[src/design/sparse_poly_add_merge_core_macros.svh]
// ----------------------------------------------------------------------------
// sparse polynomial merge core: assertion macros
// concurrent checks used by the core's modules, removable with NO_ASSERTIONS
// ----------------------------------------------------------------------------
`ifndef SPARSE_POLY_ADD_MERGE_CORE_MACROS_SVH
`define SPARSE_POLY_ADD_MERGE_CORE_MACROS_SVH

`ifndef NO_ASSERTIONS

// plain property under clock and reset
`define SPADD_ASSERT(label, clk, rst_n, prop, msg) \
	label: assert property (@(posedge clk) disable iff (!rst_n) (prop)) else $error(msg);

// implication checked in the following cycle
`define SPADD_ASSERT_NEXT(label, clk, rst_n, cond, prop, msg) \
	label: assert property (@(posedge clk) disable iff (!rst_n) (cond) |=> (prop)) \
		else $error(msg);

`else

`define SPADD_ASSERT(label, clk, rst_n, prop, msg)
`define SPADD_ASSERT_NEXT(label, clk, rst_n, cond, prop, msg)

`endif

`endif

[src/design/spadd_pkg.sv]
// ----------------------------------------------------------------------------
// spadd_pkg
// shared codes, constants and control types of the sparse polynomial merge core
// ----------------------------------------------------------------------------
package spadd_pkg;

	// operation codes of an input transaction
	localparam logic [1:0] OP_LOAD_A = 2'd0;
	localparam logic [1:0] OP_LOAD_B = 2'd1;
	localparam logic [1:0] OP_RUN    = 2'd2;

	// signed q8.8 coefficient
	localparam int COEF_W = 16;
	localparam logic signed [COEF_W-1:0] COEF_MAX = 16'sh7FFF;
	localparam logic signed [COEF_W-1:0] COEF_MIN = 16'sh8000;

	// commands from the controller to the datapath
	typedef struct packed {
		logic load_a;
		logic load_b;
		logic step;
		logic clear;
	} cmd_t;

	// status from the datapath to the controller
	typedef struct packed {
		logic slot_free;
		logic final_term;
	} sts_t;

endpackage

[src/design/spadd_ram.sv]
// ----------------------------------------------------------------------------
// spadd_ram
// generic single write, single read ram with registered read data
// ----------------------------------------------------------------------------
module spadd_ram #(
	parameter int WIDTH  = 26,
	parameter int DEPTH  = 32,
	parameter int ADDR_W = (DEPTH > 1) ? $clog2(DEPTH) : 1
) (
	input  logic              clk,
	input  logic              we,
	input  logic [ADDR_W-1:0] waddr,
	input  logic [WIDTH-1:0]  wdata,
	input  logic [ADDR_W-1:0] raddr,
	output logic [WIDTH-1:0]  rdata
);

	logic [WIDTH-1:0] mem_q [DEPTH];

	// write port
	always_ff @(posedge clk) begin
		if (we) begin
			mem_q[waddr] <= wdata;
		end
	end

	// registered read port
	always_ff @(posedge clk) begin
		rdata <= mem_q[raddr];
	end

endmodule

[src/design/spadd_ctrl.sv]
// ----------------------------------------------------------------------------
// spadd_ctrl
// controller: decodes input transactions and sequences the merge run
// ----------------------------------------------------------------------------
module spadd_ctrl (
	input  logic              clk,
	input  logic              arst_n,
	input  logic              in_valid,
	output logic              in_ready,
	input  logic [1:0]        operation,
	input  spadd_pkg::sts_t   sts,
	output spadd_pkg::cmd_t   cmd
);

	localparam logic ST_IDLE = 1'b0;
	localparam logic ST_RUN  = 1'b1;

	logic state_q;
	logic in_take;

	// input is taken only between runs
	assign in_ready = (state_q == ST_IDLE);
	assign in_take  = in_valid && in_ready;

	// command decode
	always_comb begin
		cmd        = '0;
		cmd.load_a = in_take && (operation == spadd_pkg::OP_LOAD_A);
		cmd.load_b = in_take && (operation == spadd_pkg::OP_LOAD_B);
		cmd.step   = (state_q == ST_RUN) && sts.slot_free;
		cmd.clear  = cmd.step && sts.final_term;
	end

	// state register
	always_ff @(posedge clk or negedge arst_n) begin
		if (!arst_n) begin
			state_q <= ST_IDLE;
		end else begin
			case (state_q)
				ST_IDLE: begin
					if (in_take && (operation == spadd_pkg::OP_RUN)) begin
						state_q <= ST_RUN;
					end
				end
				ST_RUN: begin
					if (cmd.clear) begin
						state_q <= ST_IDLE;
					end
				end
				default: begin
					state_q <= ST_IDLE;
				end
			endcase
		end
	end

endmodule

[src/design/spadd_dp.sv]
// ----------------------------------------------------------------------------
// spadd_dp
// datapath: term rams, counts, merge compare and saturating add, output register
// ----------------------------------------------------------------------------
`include "sparse_poly_add_merge_core_macros.svh"

module spadd_dp #(
	parameter int MAX_TERMS = 32,
	parameter int EXP_BITS  = 10
) (
	input  logic                                 clk,
	input  logic                                 arst_n,
	input  spadd_pkg::cmd_t                      cmd,
	output spadd_pkg::sts_t                      sts,
	input  logic signed [spadd_pkg::COEF_W-1:0]  coef,
	input  logic [EXP_BITS-1:0]                  exponent,
	output logic                                 out_valid,
	input  logic                                 out_ready,
	output logic signed [spadd_pkg::COEF_W-1:0]  coef_out,
	output logic [EXP_BITS-1:0]                  exponent_out,
	output logic                                 last,
	output logic                                 empty_res,
	output logic                                 overflow
);

	localparam int CW = spadd_pkg::COEF_W;
	localparam int TW = CW + EXP_BITS;
	localparam int AW = (MAX_TERMS > 1) ? $clog2(MAX_TERMS) : 1;
	localparam int NW = $clog2(MAX_TERMS + 1);
	localparam logic [NW-1:0] FULL = NW'(MAX_TERMS);

	logic [NW-1:0] cnt_a_q, cnt_b_q, ia_q, ib_q;
	logic [NW-1:0] ia_d, ib_d, ia_n, ib_n;
	logic          drop_q;
	logic [TW-1:0] rd_a, rd_b;
	logic          a_more, b_more, take_a, take_b;
	logic signed [CW-1:0] ca, cb, sum_sat, coef_sel;
	logic [EXP_BITS-1:0]  ea, eb, exp_sel;
	logic signed [CW:0]   sum_wide;
	logic          wr_a, wr_b;
	logic          out_valid_q;

	// term stores, written at the fill count, read at the next head
	assign wr_a = cmd.load_a && (cnt_a_q < FULL);
	assign wr_b = cmd.load_b && (cnt_b_q < FULL);

	spadd_ram #(.WIDTH(TW), .DEPTH(MAX_TERMS), .ADDR_W(AW)) u_ram_a (
		.clk   (clk),
		.we    (wr_a),
		.waddr (cnt_a_q[AW-1:0]),
		.wdata ({coef, exponent}),
		.raddr (ia_d[AW-1:0]),
		.rdata (rd_a)
	);

	spadd_ram #(.WIDTH(TW), .DEPTH(MAX_TERMS), .ADDR_W(AW)) u_ram_b (
		.clk   (clk),
		.we    (wr_b),
		.waddr (cnt_b_q[AW-1:0]),
		.wdata ({coef, exponent}),
		.raddr (ib_d[AW-1:0]),
		.rdata (rd_b)
	);

	// head compare
	assign ca     = rd_a[TW-1:EXP_BITS];
	assign ea     = rd_a[EXP_BITS-1:0];
	assign cb     = rd_b[TW-1:EXP_BITS];
	assign eb     = rd_b[EXP_BITS-1:0];
	assign a_more = (ia_q < cnt_a_q);
	assign b_more = (ib_q < cnt_b_q);
	assign take_a = a_more && (!b_more || (ea >= eb));
	assign take_b = b_more && (!a_more || (eb >= ea));

	// saturating coefficient sum
	assign sum_wide = {ca[CW-1], ca} + {cb[CW-1], cb};
	always_comb begin
		if (sum_wide[CW] != sum_wide[CW-1]) begin
			sum_sat = sum_wide[CW] ? spadd_pkg::COEF_MIN : spadd_pkg::COEF_MAX;
		end else begin
			sum_sat = sum_wide[CW-1:0];
		end
	end

	// result term selection, zeros when both lists are empty
	always_comb begin
		if (take_a && take_b) begin
			coef_sel = sum_sat;
			exp_sel  = ea;
		end else if (take_a) begin
			coef_sel = ca;
			exp_sel  = ea;
		end else if (take_b) begin
			coef_sel = cb;
			exp_sel  = eb;
		end else begin
			coef_sel = '0;
			exp_sel  = '0;
		end
	end

	// head indices and the read address of the next head
	assign ia_n = ia_q + NW'(take_a);
	assign ib_n = ib_q + NW'(take_b);
	assign ia_d = cmd.clear ? '0 : (cmd.step ? ia_n : ia_q);
	assign ib_d = cmd.clear ? '0 : (cmd.step ? ib_n : ib_q);

	assign sts.final_term = (ia_n >= cnt_a_q) && (ib_n >= cnt_b_q);
	assign sts.slot_free  = !out_valid_q || out_ready;

	// counts, drop flag and indices
	always_ff @(posedge clk or negedge arst_n) begin
		if (!arst_n) begin
			cnt_a_q <= '0;
			cnt_b_q <= '0;
			ia_q    <= '0;
			ib_q    <= '0;
			drop_q  <= 1'b0;
		end else begin
			ia_q <= ia_d;
			ib_q <= ib_d;
			if (cmd.clear) begin
				cnt_a_q <= '0;
				cnt_b_q <= '0;
				drop_q  <= 1'b0;
			end else begin
				if (wr_a) begin
					cnt_a_q <= cnt_a_q + NW'(1);
				end
				if (wr_b) begin
					cnt_b_q <= cnt_b_q + NW'(1);
				end
				if ((cmd.load_a && !wr_a) || (cmd.load_b && !wr_b)) begin
					drop_q <= 1'b1;
				end
			end
		end
	end

	// output register valid
	always_ff @(posedge clk or negedge arst_n) begin
		if (!arst_n) begin
			out_valid_q <= 1'b0;
		end else if (cmd.step) begin
			out_valid_q <= 1'b1;
		end else if (out_ready) begin
			out_valid_q <= 1'b0;
		end
	end

	// output register payload
	always_ff @(posedge clk) begin
		if (cmd.step) begin
			coef_out     <= coef_sel;
			exponent_out <= exp_sel;
			last         <= sts.final_term;
			empty_res    <= !a_more && !b_more;
			overflow     <= drop_q;
		end
	end

	assign out_valid = out_valid_q;

	// checks
	`SPADD_ASSERT(a_step_slot, clk, arst_n, !cmd.step || !out_valid_q || out_ready, "step into a busy output register")
	`SPADD_ASSERT(a_no_load_in_run, clk, arst_n, !cmd.step || !(cmd.load_a || cmd.load_b), "load during merge run")
	`SPADD_ASSERT(a_count_range, clk, arst_n, (cnt_a_q <= FULL) && (cnt_b_q <= FULL), "term count beyond capacity")
	`SPADD_ASSERT_NEXT(a_clear_done, clk, arst_n, cmd.clear, (cnt_a_q == '0) && (cnt_b_q == '0) && !drop_q && out_valid_q && last, "run end did not clear stores or mark last")

endmodule

[src/design/sparse_poly_add_merge_core.sv]
// ----------------------------------------------------------------------------
// sparse_poly_add_merge_core
// merges two sparse polynomials held in two term stores into one term stream
// ----------------------------------------------------------------------------
// A load transaction (operation 0 into A, 1 into B) is taken and gives no
// result; a load into a full store is dropped and raises overflow on the
// next run. A run transaction merges both lists, larger exponent first,
// equal exponents as one saturated sum, and emits one result term per cycle
// while the output is taken. A run yields count_a + count_b - matches terms,
// or the single empty-marked result of two empty lists; no input is taken
// until its last term is in the output register. The run ends by clearing
// both counts and the drop flag. Operation 3 is taken and ignored.
module sparse_poly_add_merge_core #(
	parameter int MAX_TERMS = 32,
	parameter int EXP_BITS  = 10
) (
	input  logic                                 clk,
	input  logic                                 arst_n,
	input  logic                                 in_valid,
	output logic                                 in_ready,
	input  logic [1:0]                           operation,
	input  logic signed [spadd_pkg::COEF_W-1:0]  coef,
	input  logic [EXP_BITS-1:0]                  exponent,
	output logic                                 out_valid,
	input  logic                                 out_ready,
	output logic signed [spadd_pkg::COEF_W-1:0]  coef_out,
	output logic [EXP_BITS-1:0]                  exponent_out,
	output logic                                 last,
	output logic                                 empty_res,
	output logic                                 overflow
);

	spadd_pkg::cmd_t cmd;
	spadd_pkg::sts_t sts;

	// transaction decode and run sequencing
	spadd_ctrl u_ctrl (
		.clk       (clk),
		.arst_n    (arst_n),
		.in_valid  (in_valid),
		.in_ready  (in_ready),
		.operation (operation),
		.sts       (sts),
		.cmd       (cmd)
	);

	// term stores and merge datapath
	spadd_dp #(.MAX_TERMS(MAX_TERMS), .EXP_BITS(EXP_BITS)) u_dp (
		.clk          (clk),
		.arst_n       (arst_n),
		.cmd          (cmd),
		.sts          (sts),
		.coef         (coef),
		.exponent     (exponent),
		.out_valid    (out_valid),
		.out_ready    (out_ready),
		.coef_out     (coef_out),
		.exponent_out (exponent_out),
		.last         (last),
		.empty_res    (empty_res),
		.overflow     (overflow)
	);

endmodule
[config.mk]
export PLATFORM = sky130hd
export DESIGN_NAME = sparse_poly_add_merge_core
export DESIGN_NICKNAME = d
export VERILOG_FILES = /design/src/design/spadd_pkg.sv /design/src/design/spadd_ram.sv /design/src/design/spadd_ctrl.sv /design/src/design/spadd_dp.sv /design/src/design/sparse_poly_add_merge_core.sv
export VERILOG_INCLUDE_DIRS = /design/src /design/src/design
export SDC_FILE = /design/constraint.sdc
export NUM_CORES = 2
export LEC_CHECK = 0
export ABC_AREA = 1
export BUFFER_PORTS_ARGS = -buffer_cell sky130_fd_sc_hd__buf_2
export CORE_ASPECT_RATIO = 0.7
export CORE_UTILIZATION = 38
export DETAILED_ROUTE_END_ITERATION = 7
export PLACE_DENSITY = 0.54
export SETUP_SLACK_MARGIN = 0.2
export SYNTH_ARGS = -nofsm -noshare
export SYNTH_HDL_FRONTEND = slang
export SYNTH_HIERARCHICAL = 1
export SYNTH_SLANG_ARGS = --single-unit
[constraint.sdc]
create_clock -name clk -period 7.5 [get_ports clk]
set_input_delay 0.375 -clock clk [delete_from_list [all_inputs] [get_ports clk]]
set_output_delay 0.375 -clock clk [all_outputs]
set_load 0.03 [all_outputs]
# --- Word level (Yosys, flattened, before mapping) ---
# Memory sizes are Yosys's and may differ from the RTL's. A register that Yosys moved wholly into a read port is not among the register bits.
# Cells that the tools add are included.
word_totals:
  word_cells: 90
  mem_count: 2
  ramBits: 1664
  reg_bits: 56
  in_bits: 32
mem_list:
  columns: ["memory", "words", "width", "read_ports", "rd_ports_with_merged_regs", "write_ports", "line", "source"]
  rows:
  - ["u_dp.u_ram_a.mem_q", 32, 26, 1, 1, 1, "spadd_ram.sv:18", "logic [WIDTH-1:0] mem_q [DEPTH];"]
  - ["u_dp.u_ram_b.mem_q", 32, 26, 1, 1, 1, "spadd_ram.sv:18", null]
classes:
  muxes: 27
  add_sub_neg: 5
  n_bitwise: 1
  n_reduce_logical: 30
  eq_ne: 3
  magnitude_cmp: 8
ops:
  columns: ["cell", "n"]
  rows:
  - ["$mux W16", 5]
  - ["$mux W6", 8]
  - ["$mux W10", 3]
  - ["$ge A10 B10 Y1", 2]
  - ["$add A16 B16 Y17", 1]
  - ["$logic_and A1 B1 Y1", 15]
  - ["$add A6 B1 Y6", 2]
  - ["$add A6 B1 Y6 const B", 2]
  - ["$ge A6 B6 Y1", 2]
  - ["$lt A6 B6 Y1", 2]
  - ["$lt A6 B6 Y1 const B", 2]
  - ["$mux W1", 10]
  - ["$reduce_bool A2 Y1", 5]
  - ["$logic_not A1 Y1", 5]
  - ["$logic_or A1 B1 Y1", 4]
  - ["$eq A2 B1 Y1 const B", 1]
  - ["$eq A2 B2 Y1 const B", 1]
  - ["$logic_not A2 Y1", 1]
  - ["$pmux W1 S2", 1]
  - ["$ne A1 B1 Y1", 1]
  - ["$not A1 Y1", 1]

# --- Longest topological paths before layout ---
depth:
  word_depth: 10
  ltp_mapped: 44

# --- Cells and area by module ---
# Netlist, hierarchy kept.
by_module_without_submodules:
  columns: ["mod", "area_each_um2", "cells_per_inst", "instances"]
  rows:
  - ["spadd_ram", 34119.0, 2882, 2]
  - ["spadd_dp", 4604.4, 632, 1]
  - ["spadd_ctrl", 92.6, 17, 1]

# --- Worst setup path after synthesis ---
# OpenSTA, ideal clock, no wires.
synth_path:
  path_type: "reg-to-reg"
  from: "register u_dp.cnt_a_q[3]"
  to: "register u_dp.u_ram_a.rdata[0], read port of u_dp.u_ram_a.mem_q"
  path_buffers: 5
  t_required_ps: 7387
  slack_ps: 2690
  t_arrival_ps: 4696
  stages_incl_launch_ff: 42
  synth_period_minus_slack_ps: 4810
  path_cell_list: "dfrtp_1 -> inv_1 -> ha_1 -> nand2_1 -> a21oi_1 -> nor2_1 -> nand2_1 -> nor2_1 -> nand2_1 -> nand2_2 -> inv_1 -> buf_2 -> ha_1 -> ha_1 -> nand3_1 -> xor2_1 -> inv_1 -> ha_1 -> [... 6 more ...] -> nand3_1 -> inv_1 -> clkbuf_1 -> inv_1 -> nand2_1 -> o22ai_1 -> inv_2 -> buf_4 -> buf_4 -> buf_2 -> nand2_1 -> nand3_1 -> nand3_1 -> nand2_1 -> nand2_1 -> nand2_1 -> nand2_1 -> nand2_1"
synth_rtl:
  columns: ["element", "line", "source"]
  rows:
  - ["start, declared", "spadd_dp.sv:32", "logic [NW-1:0] cnt_a_q, cnt_b_q, ia_q, ib_q;"]
  - ["start signal, assigned", "spadd_dp.sv:128", "cnt_a_q <= cnt_a_q + NW'(1);"]
  - ["end, declared", "spadd_ram.sv:15", "output logic [WIDTH-1:0] rdata"]

==> flow_metrics.tcl <==
set metrics [dict create \
    slowest_stage "dfrtp_1" \
    start_util_pct 38.3 \
    grtUsageMet2_pct 32.1 \
    finalSetupViolations 0 \
    io_buffers 62 \
    clock_latency_ns 0.84 \
    core_um2 191000 \
    dieArea_um2 194000 \
    grt_use_met1_pct 34.1 \
    holdWs_ns 0.191 \
    yosysWarnings 6 \
    drc 2 \
    hold_violations 0 \
    die_h_um 369 \
    cts_tree "yes" \
    std_cell_rows 134 \
    fin_skew_ns 0.0322 \
    status "finished, violations left" \
    grt-busiest-layer "met1" \
    grt_pass1_wl_um 320000 \
    crit_path_frequent_cell "nand2_1" \
    hold_path_class "primary input to flip-flop" \
    maxCapViolCount 0 \
    critPathKind "flip-flop to flip-flop" \
    clk_pin_slew_worst_paths_ns 0.07 \
    cts_max_level 4 \
    synth.avg_cell_area_um2 11.4 \
    antenna_found_initial 14 \
    wl_per_cell_um 24.5 \
    routed_wl_um 222000 \
    crit_required_ns 8.24 \
    synthArstFlopShare_pct 1.52 \
    synth_ff_type "edfxtp_1" \
    fin_setup_tns_ns 0 \
    synthToLayoutAreaGrowth_pct 12.2 \
    grt_use_met3_pct 5.11 \
    ys_seq_area_share_pct 72.1 \
    max_slew_margin_pct 19.9 \
    dr.pass1.iters 7 \
    ioPinCount 63 \
    violations "design-rule violations" \
    ys_ff_latch 1772 \
    worstPathMaxFanout 114 \
    crit_arrival_ns 7.74 \
    finalMaxSlewViolations 0 \
    grt_max_degree 139 \
    post-route-period-util_pct 93.3 \
    dieWidth_um 526 \
    overflow 0 \
    cpPeakStageDelay_ns 0.47 \
    clockBufferDepth 3 \
    syn_nets 6500 \
    final.min_clock_period_ns 7.00 \
    syn_inst 6413 \
    ant_nets 0 \
    rsz0062_at_grt "true" \
    fmax_mhz 143 \
    drive_gt1_share_pct 8.02 \
    cts-buffers-inserted 171 \
    grt_use_total_pct 22.6 \
    start_kind "flip-flop" \
    grt_pass1_vias 45147 \
    via_count 48511 \
    drt_iter0_drc 5621 \
    clock_sinks 1772 \
    synth_edf_count 1693 \
    end_kind "flip-flop" \
    viasPerCell 5.35 \
    nets 6493 \
    worst_slew_pin_slew_ns 1.20 \
    gp_congestion 0.922 \
    synth_cell_types 38 \
    synth_area_um2 72900 \
    root_buffer "clkbuf_16" \
    dp_hpwl_um 121000 \
]
==> flip-flops by register name (all words and copies together) (netlist names) <==
register	cells
u_dp/exponent_out	10
u_dp/coef_out	16
u_dp/u_ram_b/mem_q	832
u_dp/u_ram_b/rdata	26
u_dp/drop_q	1
u_dp/overflow	1
u_dp/u_ram_a/mem_q	832
u_dp/out_valid	1
u_dp/cnt_b_q	6
u_dp/cnt_a_q	6
u_dp/empty_res	1
u_ctrl/state_q	1
u_dp/last	1
u_dp/ia_q	6
u_dp/u_ram_a/rdata	26
u_dp/ib_q	6
==> per-layer routing <==
layer | up-vias | share of wire, %
met2 | 1945 | 42
met5 | - | 0.086
met4 | 4 | 2.7
met3 | 289 | 9.3
met1 | 24090 | 46
li1 | 22183 | -
==> per-stage QoR <==
| stage | cells | utilization, % | instance area, µm² | worst slack [ns] |
|---|---|---|---|---|
| after detailed placement | 8738 | 39.9 | 76100 | 0.547 |
| after global routing | 9065 | 42.9 | 81800 | 0.0683 |
| final | 9070 | 42.9 | 81800 | 0.504 |
| after CTS | 9059 | 42.9 | 81700 | 0.505 |
| after floorplan | 6413 | - | 72900 | 2.69 |
| after global placement | 8738 | 39.9 | 76100 | 0.486 |
==> worst max-delay path, delay by kind of cell, from the launching register on <==
kind / cells / cell delay [ns]
compound gates: 2 / 0.31
flops: 1 / 0.47
fa+ha+maj: 3 / 0.78
simple gates: 23 / 2.94
buf+inv: 10 / 2.08
xor+xnor: 1 / 0.18
==> cell usage in the layout, fill, tap and decap left out, drive strengths merged <==
cell,count
xnor2,2
or2,1
nor2,105
buf,176
a21oi,44
clkinvlp,3
fa,1
dfrtp,27
o22ai,5
clkinv,73
a211oi,1
diode,7
o31ai,1
nand2,2526
inv,159
nand4,5
o21bai,3
ha,54
edfxtp,1693
dfxtp,52
bufinv,17
a22o,1
clkbuf,211
o2111ai,2
and2,2
o21ai,36
a21o,2
nand3b,1
nor3,12
xor2,16
nand3,1307
dlygate4sd3,7
o211ai,2
==> what timing repair did <==
item / CTS / global route
hold endpoints to repair: 31 / 0
hold buffers: 7 / 0
setup endpoints to repair: 0 / 35
resized for setup: 0 / 7
buffers inserted: 0 / 4
==> cell usage after synthesis (3+ instances only) <==
library cell	number	share of area, %
nand2_1	2517	13
edfxtp_1	1693	70
nand3_1	1307	9.0
buf_2	172	1.2
inv_1	138	0.71
nor2_1	104	0.54
clkbuf_1	101	0.52
buf_4	54	0.56
ha_1	54	0.93
dfxtp_1	52	1.4
o21ai_0	36	0.25
a21oi_1	33	0.23
buf_1	30	0.15
dfrtp_1	27	0.93
xor2_1	16	0.19
a21oi_2	11	0.13
nor3_1	10	0.069
nand2_2	8	0.069
inv_2	7	0.036
buf_6	6	0.093
nand4_1	5	0.043
o22ai_1	5	0.043
clkinv_1	4	0.021
o21bai_1	3	0.031
==> kinds of logic (layout without fill, tap and decap cells) <==
group           Yosys count  count (layout)  share of synthesized area [%]
buf+inv                 512             646                           3.27
xor+xnor                 18              18                          0.216
other cells               0               7                              0
compound gates           97              97                          0.777
fa+ha+maj                55              55                          0.954
simple gates           3959            3959                           22.7
flops                  1772            1772                           72.1
==> final cells by class <==
| type | instances | area [µm²] |
|---|---|---|
| tap | 2516 | 3150 |
| clock inverter | 103 | 1040 |
| sequential | 1772 | 52600 |
| timing repair buffer | 183 | 1530 |
| multi-input combinational | 4129 | 18400 |
| fill | 17553 | 109000 |
| inverter | 149 | 621 |
| antenna | 7 | 17.5 |
| clock buffer | 211 | 4500 |
==> path summary, 6_finish.rpt <==
path / start / endpoint / slack [ns] / depth (start not counted)
max: u_dp/cnt_b_q[4] / u_dp/u_ram_b/rdata[4] / 0.50 / 39
max reg2reg: u_dp/cnt_b_q[4] / u_dp/u_ram_b/rdata[4] / 0.50 / 39
min: operation[1] / u_dp/cnt_b_q[1] / 0.19 / 6
min in group asynchronous: arst_n / u_dp/out_valid / 0.24 / 2
max in group asynchronous: arst_n / u_dp/ia_q[5] / 6.77 / 2
min reg2reg: u_dp/drop_q / u_dp/overflow / 0.50 / 0
Power is left out: the tool's default activity adds up to more than one toggle a clock period on the data nets, which glitch-free logic cannot reach.
